===== config.mk =====
export PLATFORM = sky130hd
export DESIGN_NAME = bnis_div
export DESIGN_NICKNAME = d
export VERILOG_FILES = /design/src/bnis_div.sv
export SDC_FILE = /design/constraint.sdc
export NUM_CORES = 1
export LEC_CHECK = 0
export BUFFER_PORTS_ARGS = -buffer_cell sky130_fd_sc_hd__buf_2
export CAP_MARGIN = 20
export CORE_MARGIN = 2
export CORE_UTILIZATION = 55
export CTS_CLUSTER_DIAMETER = 80
export DETAILED_ROUTE_END_ITERATION = 8
export PLACE_DENSITY = 0.8
export SLEW_MARGIN = 25
export SYNTH_ARGS = -nofsm -noshare
export SYNTH_HDL_FRONTEND = slang
export SYNTH_SLANG_ARGS = --single-unit

===== constraint.sdc =====
create_clock -name clk_i -period 6.5 [get_ports clk_i]
set_input_delay 0.65 -clock clk_i [delete_from_list [all_inputs] [get_ports clk_i]]
set_output_delay 0.65 -clock clk_i [all_outputs]
set_load 0.005 [all_outputs]

===== src/bnis_div.sv =====
// Restoring divider, one quotient bit per cycle; the scaler uses one per axis for the coordinate math.
// Stand-alone; no package needed.
`default_nettype none

module bnis_div #(
  parameter int unsigned NUM_W = 25,
  parameter int unsigned DEN_W = 13
) (
  input  logic             clk_i,
  input  logic             rst_ni,
  input  logic             start_i,
  input  logic [NUM_W-1:0] num_i,
  input  logic [DEN_W-1:0] den_i,
  output logic             done_o,
  output logic [NUM_W-1:0] quo_o
);

  localparam int unsigned CNT_W = $clog2(NUM_W + 1);

  logic             busy_q;
  logic             done_q;
  logic [CNT_W-1:0] cnt_q;
  logic [DEN_W-1:0] rem_q, rem_d;
  logic [DEN_W-1:0] den_q;
  logic [NUM_W-1:0] quo_q;
  logic [DEN_W:0]   rem_sh;
  logic [DEN_W:0]   diff;
  logic             qbit;

  // Shift in the next dividend bit and try to subtract
  always_comb begin
    rem_sh = {rem_q, quo_q[NUM_W-1]};
    diff   = rem_sh - {1'b0, den_q};
    qbit   = ~diff[DEN_W];
    rem_d  = qbit ? diff[DEN_W-1:0] : rem_sh[DEN_W-1:0];
  end

  // Sequence the iterations
  always_ff @(posedge clk_i or negedge rst_ni) begin
    if (!rst_ni) begin
      busy_q <= 1'b0;
      done_q <= 1'b0;
      cnt_q  <= '0;
    end else if (start_i) begin
      busy_q <= 1'b1;
      done_q <= 1'b0;
      cnt_q  <= CNT_W'(NUM_W);
    end else if (busy_q) begin
      cnt_q <= cnt_q - CNT_W'(1);
      if (cnt_q == CNT_W'(1)) begin
        busy_q <= 1'b0;
        done_q <= 1'b1;
      end
    end else begin
      done_q <= 1'b0;
    end
  end

  // Hold remainder and quotient
  always_ff @(posedge clk_i) begin
    if (start_i) begin
      rem_q <= '0;
      quo_q <= num_i;
      den_q <= den_i;
    end else if (busy_q) begin
      rem_q <= rem_d;
      quo_q <= {quo_q[NUM_W-2:0], qbit};
    end
  end

  assign done_o = done_q;
  assign quo_o  = quo_q;

endmodule

`default_nettype wire


==> flow_metrics.py <==
metrics = {
    "status": {
        "outcome": "completed",
    },
    "yosys": {
        "synth_cell_types": 51,
        "synth-async-reset-ratio": 0.121,
        "syn_area_um2": 3130,
        "syn_area_per_cell_um2": 11.8,
        "synth_nets": 322,
        "synthCells": 265,
        "synth_ff_type": "edfxtp_1",
        "ys_warn_count": 0,
        "synth_edf_count": 38,
        "ys_ff_latch": 58,
        "ys_seq_area_frac": 0.503,
    },
    "place": {
        "place_inst": 391,
        "gp_congestion": 0.868,
        "dpl.hpwl_mm": 4.01,
        "portBuffers": 66,
    },
    "route": {
        "routed_wl_mm": 5.71,
        "dr.pass1.iters": 4,
        "vias": 2191,
        "ant_nets": 0,
        "via_per_inst": 5.38,
        "drt_iter0_drc": 81,
        "drc_errors": 0,
        "wl_per_cell_um": 14.0,
    },
    "worst_hold_path": {
        "hp-class": "input pin to asynchronous set/reset pin",
    },
    "cells_and_area": {
        "drive_above_1_share": 0.349,
        "area_delta_synth_final_pct": 16.9,
        "n_antenna_cell": 0,
        "finalNonFillerCells": 407,
        "nets": 387,
    },
    "die": {
        "die-area_um2": 6320,
        "start_util": 0.569,
        "io_pins": 67,
        "core_area_um2": 5510,
        "die_w_um": 79.5,
        "rows": 27,
        "die_h_um": 79.5,
    },
    "setup_path": {
        "worstPathArrival_ns": 2.97,
        "critPathKind": "register to register",
        "worstPathRequired_ns": 6.74,
        "cp-end-kind": "register",
        "cp_max_fo": 13,
        "start_kind": "register",
    },
    "global_routing": {
        "grt_usage": 0.194,
        "grt_max_degree": 59,
        "top_usage_layer": "met2",
        "antenna_found_initial": 0,
        "gr-usage-met1": 0.241,
        "grt_pass1_wl_mm": 9.25,
        "grt.overflow.total": 0,
        "use_met2": 0.313,
        "grt_pass1_vias": 2040,
        "met3_usage": 0.0600,
    },
    "cts": {
        "htreeDepth": 3,
        "clkSinkCount": 58,
        "postCtsHoldBufs": 0,
        "cts-root-buf": "clkbuf_8",
        "post_cts_buffers": 0,
        "tritoncts": "built",
        "cts_resized": 0,
        "cts_made_buffers": 9,
        "clock_latency_ns": 0.33,
        "clkSlewWorstSetupHoldPaths_ns": 0.07,
        "clk_path_buf_depth": 2,
    },
    "power_and_ir_drop": {
        "fin_total_pwr_w": 0.00134,
        "p_leak_nw": 1.58,
        "ir_drop_mv": 0.189,
        "power_density_nw_per_um2": 366,
    },
    "timing": {
        "finalSetupViolations": 0,
        "slew_headroom": 0.355,
        "min_period_ns": 2.73,
        "rsz0062_at_grt": "no",
        "worst_slew_pin_slew_ns": 0.967,
        "period_share": 0.420,
        "final.setup.tns_ns": 0,
        "fin_skew_ns": 0.00748,
        "drv_slew": 0,
        "timing.fmax_ghz": 0.366,
        "hold_viol": 0,
    },
    "job": {
        "drv_cap": 0,
    },
}
==> logic make-up (layout without fill, tap and decap cells) <==
kind of cell | Yosys count | after routing | synth area share
AOI/OAI and AO/OA | 48 | 48 | 0.112
xor gates and xnor gates | 16 | 16 | 0.0567
adders and majority gates | 16 | 16 | 0.0663
buffers and inverters | 34 | 104 | 0.0623
DFF | 58 | 58 | 0.503
muxes | 25 | 25 | 0.0894
and+or+nand+nor | 68 | 68 | 0.110
==> registers in the layout, indices dropped and copies added (netlist names) <==
name    cells
done_o      1
rem_q      13
den_q      13
cnt_q       5
quo_o      25
busy_q      1
==> layer usage <==
metal / vias up / routed length (µm)
met5: - / 0
met4: 0 / 99
met3: 11 / 231
met2: 43 / 2870
met1: 1042 / 2510
li1: 1095 / -
==> final cells by class <==
type / instances / area, µm²
clock buffers: 10 / 128
repair buffers: 67 / 338
clock inverters: 6 / 91.3
flip-flops and latches: 58 / 1580
multi-input cells: 173 / 1360
inverters: 21 / 78.8
fillers: 419 / 1840
well taps: 72 / 90.1
==> critical path: stages, from the launching register on <==
cell and delay (ns):
edfxtp_1 0.43, inv_1 0.09, ha_1 0.22, nor2b_4 0.13, o2111ai_1 0.21, nand3b_1 0.14
a2111o_1 0.59, xnor2_4 0.43, nand2_1 0.12, a311oi_1 0.27
==> report_power, final <==
group / switching [W] / internal, W / leakage [nW]
clock network: 0.000146 / 0.000216 / 0.0987
registers: 0.0000512 / 0.000462 / 0.578
logic: 0.000241 / 0.000224 / 0.904
total: 0.000438 / 0.000902 / 1.58
==> cells in the mapped netlist, types with 2 or more instances <==
cell,n,area share
edfxtp_1,38,0.36
xor2_1,3,0.0084
o221ai_1,2,0.0056
a21o_2,3,0.0084
dfrtp_1,7,0.056
nor2b_1,4,0.0080
inv_1,21,0.025
a21oi_1,6,0.0096
nand3b_1,2,0.0048
nand3_1,2,0.0032
a311oi_1,7,0.020
clkbuf_1,3,0.0036
xnor2_4,2,0.018
dfxtp_1,13,0.083
buf_6,6,0.022
clkbuf_8,2,0.0088
nand2b_1,6,0.012
nand4_1,3,0.0060
nand2_1,21,0.025
ha_1,15,0.060
mux2_2,24,0.086
a31oi_1,5,0.010
o21a_1,3,0.0072
o21ai_0,6,0.0096
nor2_1,19,0.023
a21o_1,6,0.014
clkbuf_2,2,0.0032
xnor2_1,11,0.031
==> layout by cell type, fill, tap and decap left out, types with 2 or more instances in the layout <==
| cell | n |
|---|---|
| dfrtp_1 | 7 |
| edfxtp_1 | 38 |
| clkbuf_8 | 9 |
| bufinv_16 | 2 |
| nor2b_1 | 4 |
| a31oi_1 | 5 |
| clkinvlp_4 | 3 |
| o221ai_1 | 2 |
| inv_1 | 21 |
| o21ai_0 | 6 |
| a311oi_1 | 7 |
| buf_2 | 66 |
| a21o_1 | 6 |
| dfxtp_1 | 13 |
| xor2_1 | 3 |
| nand3_1 | 2 |
| nand2b_1 | 6 |
| o21a_1 | 3 |
| xnor2_4 | 2 |
| nand3b_1 | 2 |
| mux2_2 | 24 |
| nand2_1 | 21 |
| nand4_1 | 3 |
| a21o_2 | 3 |
| xnor2_1 | 11 |
| a21oi_1 | 6 |
| nor2_1 | 19 |
| ha_1 | 15 |
==> per-stage QoR <==
stage          cell area, µm²  worst slack (ns)  hold WS [ns]  utilization
6_report                 3660              3.77         0.135        0.666
5_1_grt                  3660              3.58         0.135        0.666
4_1_cts                  3660              3.76         0.139        0.666
3_5_place_dp             3450              3.78         0.495        0.626
3_3_place_gp             3450              3.87         0.481        0.626
2_1_floorplan            3130              4.13         0.354            -
==> path summary, 6_finish.rpt <==
check                          from        to  slack (ns)  depth (start not counted)
max                        den_q[1]  rem_q[5]        3.77                          9
min in group clk_i         den_i[0]  den_q[0]        0.49                          1
max reg2reg                den_q[1]  rem_q[5]        3.77                          9
max in group asynchronous    rst_ni  cnt_q[3]        6.21                          1
min                          rst_ni  cnt_q[2]        0.14                          1
min reg2reg                rem_q[4]  rem_q[5]        0.50                          2
No activity file was read; power rests on OpenSTA's default activity.
