--- src/bnis_pkg.sv ---
// Shared types and constants of the bilinear / nearest-neighbor image scaler.
// Used by bnis_blend and the top-level scaler; depends on nothing.
`default_nettype none

package bnis_pkg;

  // Defaults of the top-level parameters
  localparam int unsigned DEF_MAX_SRC_WIDTH  = 256;
  localparam int unsigned DEF_MAX_SRC_HEIGHT = 256;
  localparam int unsigned DEF_MAX_DST_DIM    = 4096;
  localparam int unsigned DEF_FRAC_BITS      = 16;

  // Fixed field and register widths
  localparam int unsigned SRC_REG_W   = 9;
  localparam int unsigned DST_REG_W   = 13;
  localparam int unsigned CFG_IDX_W   = 3;
  localparam int unsigned CFG_DATA_W  = 13;
  localparam int unsigned COORD_W     = 8;
  localparam int unsigned DST_COORD_W = 12;
  localparam int unsigned PIXEL_W     = 32;
  localparam int unsigned CHAN_W      = 8;

  // Configuration register indexes
  localparam logic [CFG_IDX_W-1:0] REG_SRC_WIDTH  = 3'd0;
  localparam logic [CFG_IDX_W-1:0] REG_SRC_HEIGHT = 3'd1;
  localparam logic [CFG_IDX_W-1:0] REG_DST_WIDTH  = 3'd2;
  localparam logic [CFG_IDX_W-1:0] REG_DST_HEIGHT = 3'd3;
  localparam logic [CFG_IDX_W-1:0] REG_SMOOTHING  = 3'd4;

  // Input item actions
  localparam logic ACT_WRITE  = 1'b0;
  localparam logic ACT_SAMPLE = 1'b1;

  localparam logic [CHAN_W-1:0] ALPHA_OPAQUE = 8'hFF;

  // Neighbor of a bilinear tap: bit 0 selects the right column, bit 1 the lower row
  typedef logic [1:0] corner_t;
  localparam corner_t CORNER_TL = 2'd0;
  localparam corner_t CORNER_BR = 2'd3;

  typedef struct packed {
    logic    wload;   // register the weight of the current corner
    logic    clear;   // zero the channel accumulators
    logic    acc_en;  // add the returned pixel times the held weight
    corner_t corner;
  } blend_ctl_t;

  typedef enum logic [3:0] {
    ST_IDLE,
    ST_DIV,
    ST_POS,
    ST_COORD,
    ST_FETCH,
    ST_DRAIN,
    ST_PACK,
    ST_SINGLE_RD,
    ST_SINGLE_DAT,
    ST_DONE
  } state_e;

endpackage

`default_nettype wire

--- src/bnis_blend.sv ---
// Bilinear weight generation and per-channel multiply-accumulate.
// Depends on bnis_pkg for the control struct and channel constants.
`default_nettype none

module bnis_blend #(
  parameter int unsigned FRAC_BITS = 16
) (
  input  logic                          clk_i,
  input  bnis_pkg::blend_ctl_t          ctl_i,
  input  logic [FRAC_BITS-1:0]          fx_i,
  input  logic [FRAC_BITS-1:0]          fy_i,
  input  logic [bnis_pkg::PIXEL_W-1:0]  pixel_i,
  output logic [bnis_pkg::PIXEL_W-1:0]  pixel_o
);

  import bnis_pkg::*;

  localparam int unsigned F1_W   = FRAC_BITS + 1;
  localparam int unsigned PROD_W = 2 * F1_W;
  localparam int unsigned W_W    = 2 * FRAC_BITS + 1;
  localparam int unsigned ACC_W  = 2 * FRAC_BITS + CHAN_W;
  localparam int unsigned NCH    = 3;

  logic [F1_W-1:0]   one_c;
  logic [F1_W-1:0]   fa, fb;
  logic [PROD_W-1:0] wprod;
  logic [W_W-1:0]    w_q;
  logic [ACC_W-1:0]  acc_q [NCH];

  // Pick fx or 1-fx, fy or 1-fy by corner and form the weight
  always_comb begin
    one_c = {1'b1, {FRAC_BITS{1'b0}}};
    fa    = ctl_i.corner[0] ? F1_W'(fx_i) : one_c - F1_W'(fx_i);
    fb    = ctl_i.corner[1] ? F1_W'(fy_i) : one_c - F1_W'(fy_i);
    wprod = PROD_W'(fa) * PROD_W'(fb);
  end

  // Hold the weight for the pixel that returns next cycle
  always_ff @(posedge clk_i) begin
    if (ctl_i.wload) begin
      w_q <= wprod[W_W-1:0];
    end
  end

  // Accumulate blue, green and red
  always_ff @(posedge clk_i) begin
    for (int c = 0; c < NCH; c++) begin
      if (ctl_i.clear) begin
        acc_q[c] <= '0;
      end else if (ctl_i.acc_en) begin
        acc_q[c] <= acc_q[c] + ACC_W'(pixel_i[c*CHAN_W +: CHAN_W]) * ACC_W'(w_q);
      end
    end
  end

  // Truncate each channel, force alpha opaque
  assign pixel_o = {ALPHA_OPAQUE,
                    acc_q[2][ACC_W-1 -: CHAN_W],
                    acc_q[1][ACC_W-1 -: CHAN_W],
                    acc_q[0][ACC_W-1 -: CHAN_W]};

endmodule

`default_nettype wire

--- config.mk ---
export PLATFORM = sky130hd
export DESIGN_NAME = bnis_blend
export DESIGN_NICKNAME = d
export VERILOG_FILES = /design/src/bnis_pkg.sv /design/src/bnis_blend.sv
export SDC_FILE = /design/constraint.sdc
export NUM_CORES = 2
export LEC_CHECK = 0
export CAP_MARGIN = 15
export CORE_ASPECT_RATIO = 1.4
export CORE_MARGIN = 4
export CORE_UTILIZATION = 35
export DETAILED_ROUTE_END_ITERATION = 10
export DONT_BUFFER_PORTS = 1
export GPL_ROUTABILITY_DRIVEN = 1
export PLACE_DENSITY = 0.6
export SLEW_MARGIN = 0
export SYNTH_ARGS = -nofsm -noshare
export SYNTH_HDL_FRONTEND = slang
export SYNTH_SLANG_ARGS = --single-unit
--- constraint.sdc ---
create_clock -name clk_i -period 7.2 [get_ports clk_i]
set_clock_uncertainty 0.15 [all_clocks]
set_input_delay 0 -clock clk_i [delete_from_list [all_inputs] [get_ports clk_i]]
set_output_delay 0 -clock clk_i [all_outputs]
set_load 0.02 [all_outputs]
==> impl_metrics.toml <==
[outcome]
run_status = "finished, final reports clean"

[finish]
layout.nets = 5905
diodes = 0
syn_to_final_growth_pct = 7.443
fin_cells = 6272
multi_input_area_um2 = 32730
seqCellArea_um2 = 4594
nFillCells = 12275
fin_area_um2 = 45230
drive_gt1_share_pct = 4.876

[routing]
first_pass_iters = 6
vias = 30639
wl_per_cell_um = 17.62
drtIter0Drc = 1710
wirelength_mm = 110.5
drc = 0
viasPerCell = 4.885
ant_nets = 0

[clock_tree]
numCtsBuffers = 17
ctsHtreeMaxLevel = 4
cts_num_sinks = 153
clk_latency_ns = 0.52
cts_tree = "done"
clockBufferDepth = 2
clkTransAtPathRegs_ns = 0.07
cts-root-buf = "clkbuf_16"

[job]
maxCapViolations = 0

[synthesis]
yosysTopAreaCell = "fa_1"
synthTopCellsByArea = "fa_1 (43%), edfxtp_1 (11%), inv_1 (9.4%), ha_1 (8.2%), nand2_1 (6.4%)"
syn-cell-area_um2 = 42100
yosysMostFrequentCell = "inv_1"
ys_seq_area_share_pct = 10.91
ys.flop_type = "edfxtp_1"
synth_cells = 4693
synth-seq-cells = 153
synth-edff-count = 153
async_reset_ff_share_pct = 0
synth_top_area_share_pct = 42.56
ys_warn_count = 0
synth_common_cells = "inv_1 (1053), fa_1 (895), nand2_1 (713)"
syn_area_per_cell_um2 = 8.970
synthDistinctLibCells = 80

[sta]
relSlewSlack_pct = 25.41
finalCriticalPeriod_ns = 6.869
worst_pin_slew_ns = 1.111
finalSetupViolCount = 0
hold_viol = 0
max_freq_mhz = 145.6
finalMaxSlewViolations = 0
post-route-period-util_pct = 95.40
fin_tns_setup_ns = 0

[die]
dieArea_um2 = 126000
fp.dieH_um = 418.3
die_x_um = 301.1
start_util_pct = 35.27
rows = 150
core_area_um2 = 119400
boundaryPins = 102

[worst_hold_path]
holdCritPathClass = "input port to flop"

[global_routing]
antenna_found_initial = 3
grt_use_total_pct = 18.46
grt_pass1_vias = 34163
grt_pass1_wl_mm = 182.6
grt_max_degree = 65
globalRouteOverflowTotal = 0

[critical_path]
cp.required_ns = 7.43
slowest_stage = "dlygate4sd3_1"
critPathMaxStageDelay_ns = 0.63
endpoint_kind = "flop"
cp-start-kind = "input port"
cp_common_cell = "fa_1"
crit_buf_inv = 8
critical_path_arrival_ns = 7.10
critPathMaxFanout = 10
critPathKind = "input port to flop"
crit_family = "adder cells"

[placement]
io_buffers = 0
placedCellCount = 6222
finalWeightedCongestion = 0.9371
placed_area_um2 = 44350
hpwl_mm = 90.44
## placed cells by master (no fill, tap or decap), types with 17 or more instances in the layout
cell type	instances
inv_1	1053
fa_1	895
nand2_1	713
and2_1	360
ha_1	276
nor2_1	267
edfxtp_1	153
buf_4	149
a21oi_1	111
xnor2_1	87
xor2_1	73
o21ai_0	60
nor3_1	48
a21o_1	35
o21a_1	26
nand3_1	22
a211oi_1	20
nand2b_1	19
clkbuf_16	17
## worst min-delay path, stage by stage
cell and delay, ns:
and2_1 0.12, ha_1 0.15, ha_1 0.13, ha_1 0.20
## what timing repair did
item                                    in CTS  in global routing
hold endpoints to repair                    83                  0
hold buffers                                18                  0
gates resized for setup                      0                 15
endpoints found under the setup margin       0                  9
buffers inserted                             0                  0
## state kept, by name, indices dropped and copies added, names as in the netlist
register  flops
acc_q       120
w_q          33
## per-stage QoR
stage / hold slack (ns) / setup slack (ns) / utilization (%)
floorplan: -0.03750 / 0.03558 / -
global placement: -0.01909 / -0.05106 / 37.16
detailed placement: -0.01697 / -0.2071 / 37.16
CTS: 0.01464 / 0.04277 / 37.82
global route: 0.07346 / -0.01553 / 37.89
finish: 0.07650 / 0.3309 / 37.89
## worst paths after layout
check | start | endpoint | slack (ns) | cells past startpoint
hold reg to reg | acc_q[2][0] | acc_q[2][0] | 0.51 | 2
setup / recovery | fx_i[0] | w_q[31] | 0.33 | 29
setup reg to reg | w_q[10] | acc_q[1][39] | 0.53 | 18
hold / removal | fy_i[0] | w_q[2] | 0.08 | 4
## area by class of cell
class,count,area share [%]
inverter,1053,8.739
multi-input combinational,3269,72.37
clock buffer,17,0.9406
clock inverter,15,0.3707
sequential,153,10.16
tap,1596,4.415
timing repair buffer,169,3.004
## cells by family after synthesis
logic type	synth area share [%]
other	0.008908
buffers and inverters	11.70
AOI/OAI and AO/OA	6.090
muxes	0.2200
and+or+nand+nor	16.92
DFF	10.91
xor gates and xnor gates	3.350
adders and majority gates	50.80
## per-layer routing
| metal | GRT usage, % | up-vias | part of all wire (%) |
|---|---|---|---|
| li1 | - | 13988 | - |
| met1 | 21.19 | 15811 | 38 |
| met5 | 0 | - | 0 |
| met2 | 34.74 | 644 | 54 |
| met3 | 2.556 | 196 | 4.0 |
| met4 | 6.659 | 0 | 3.7 |
Power is left out: the tool's default activity adds up to more than one toggle a clock period on the data nets, which glitch-free logic cannot reach.
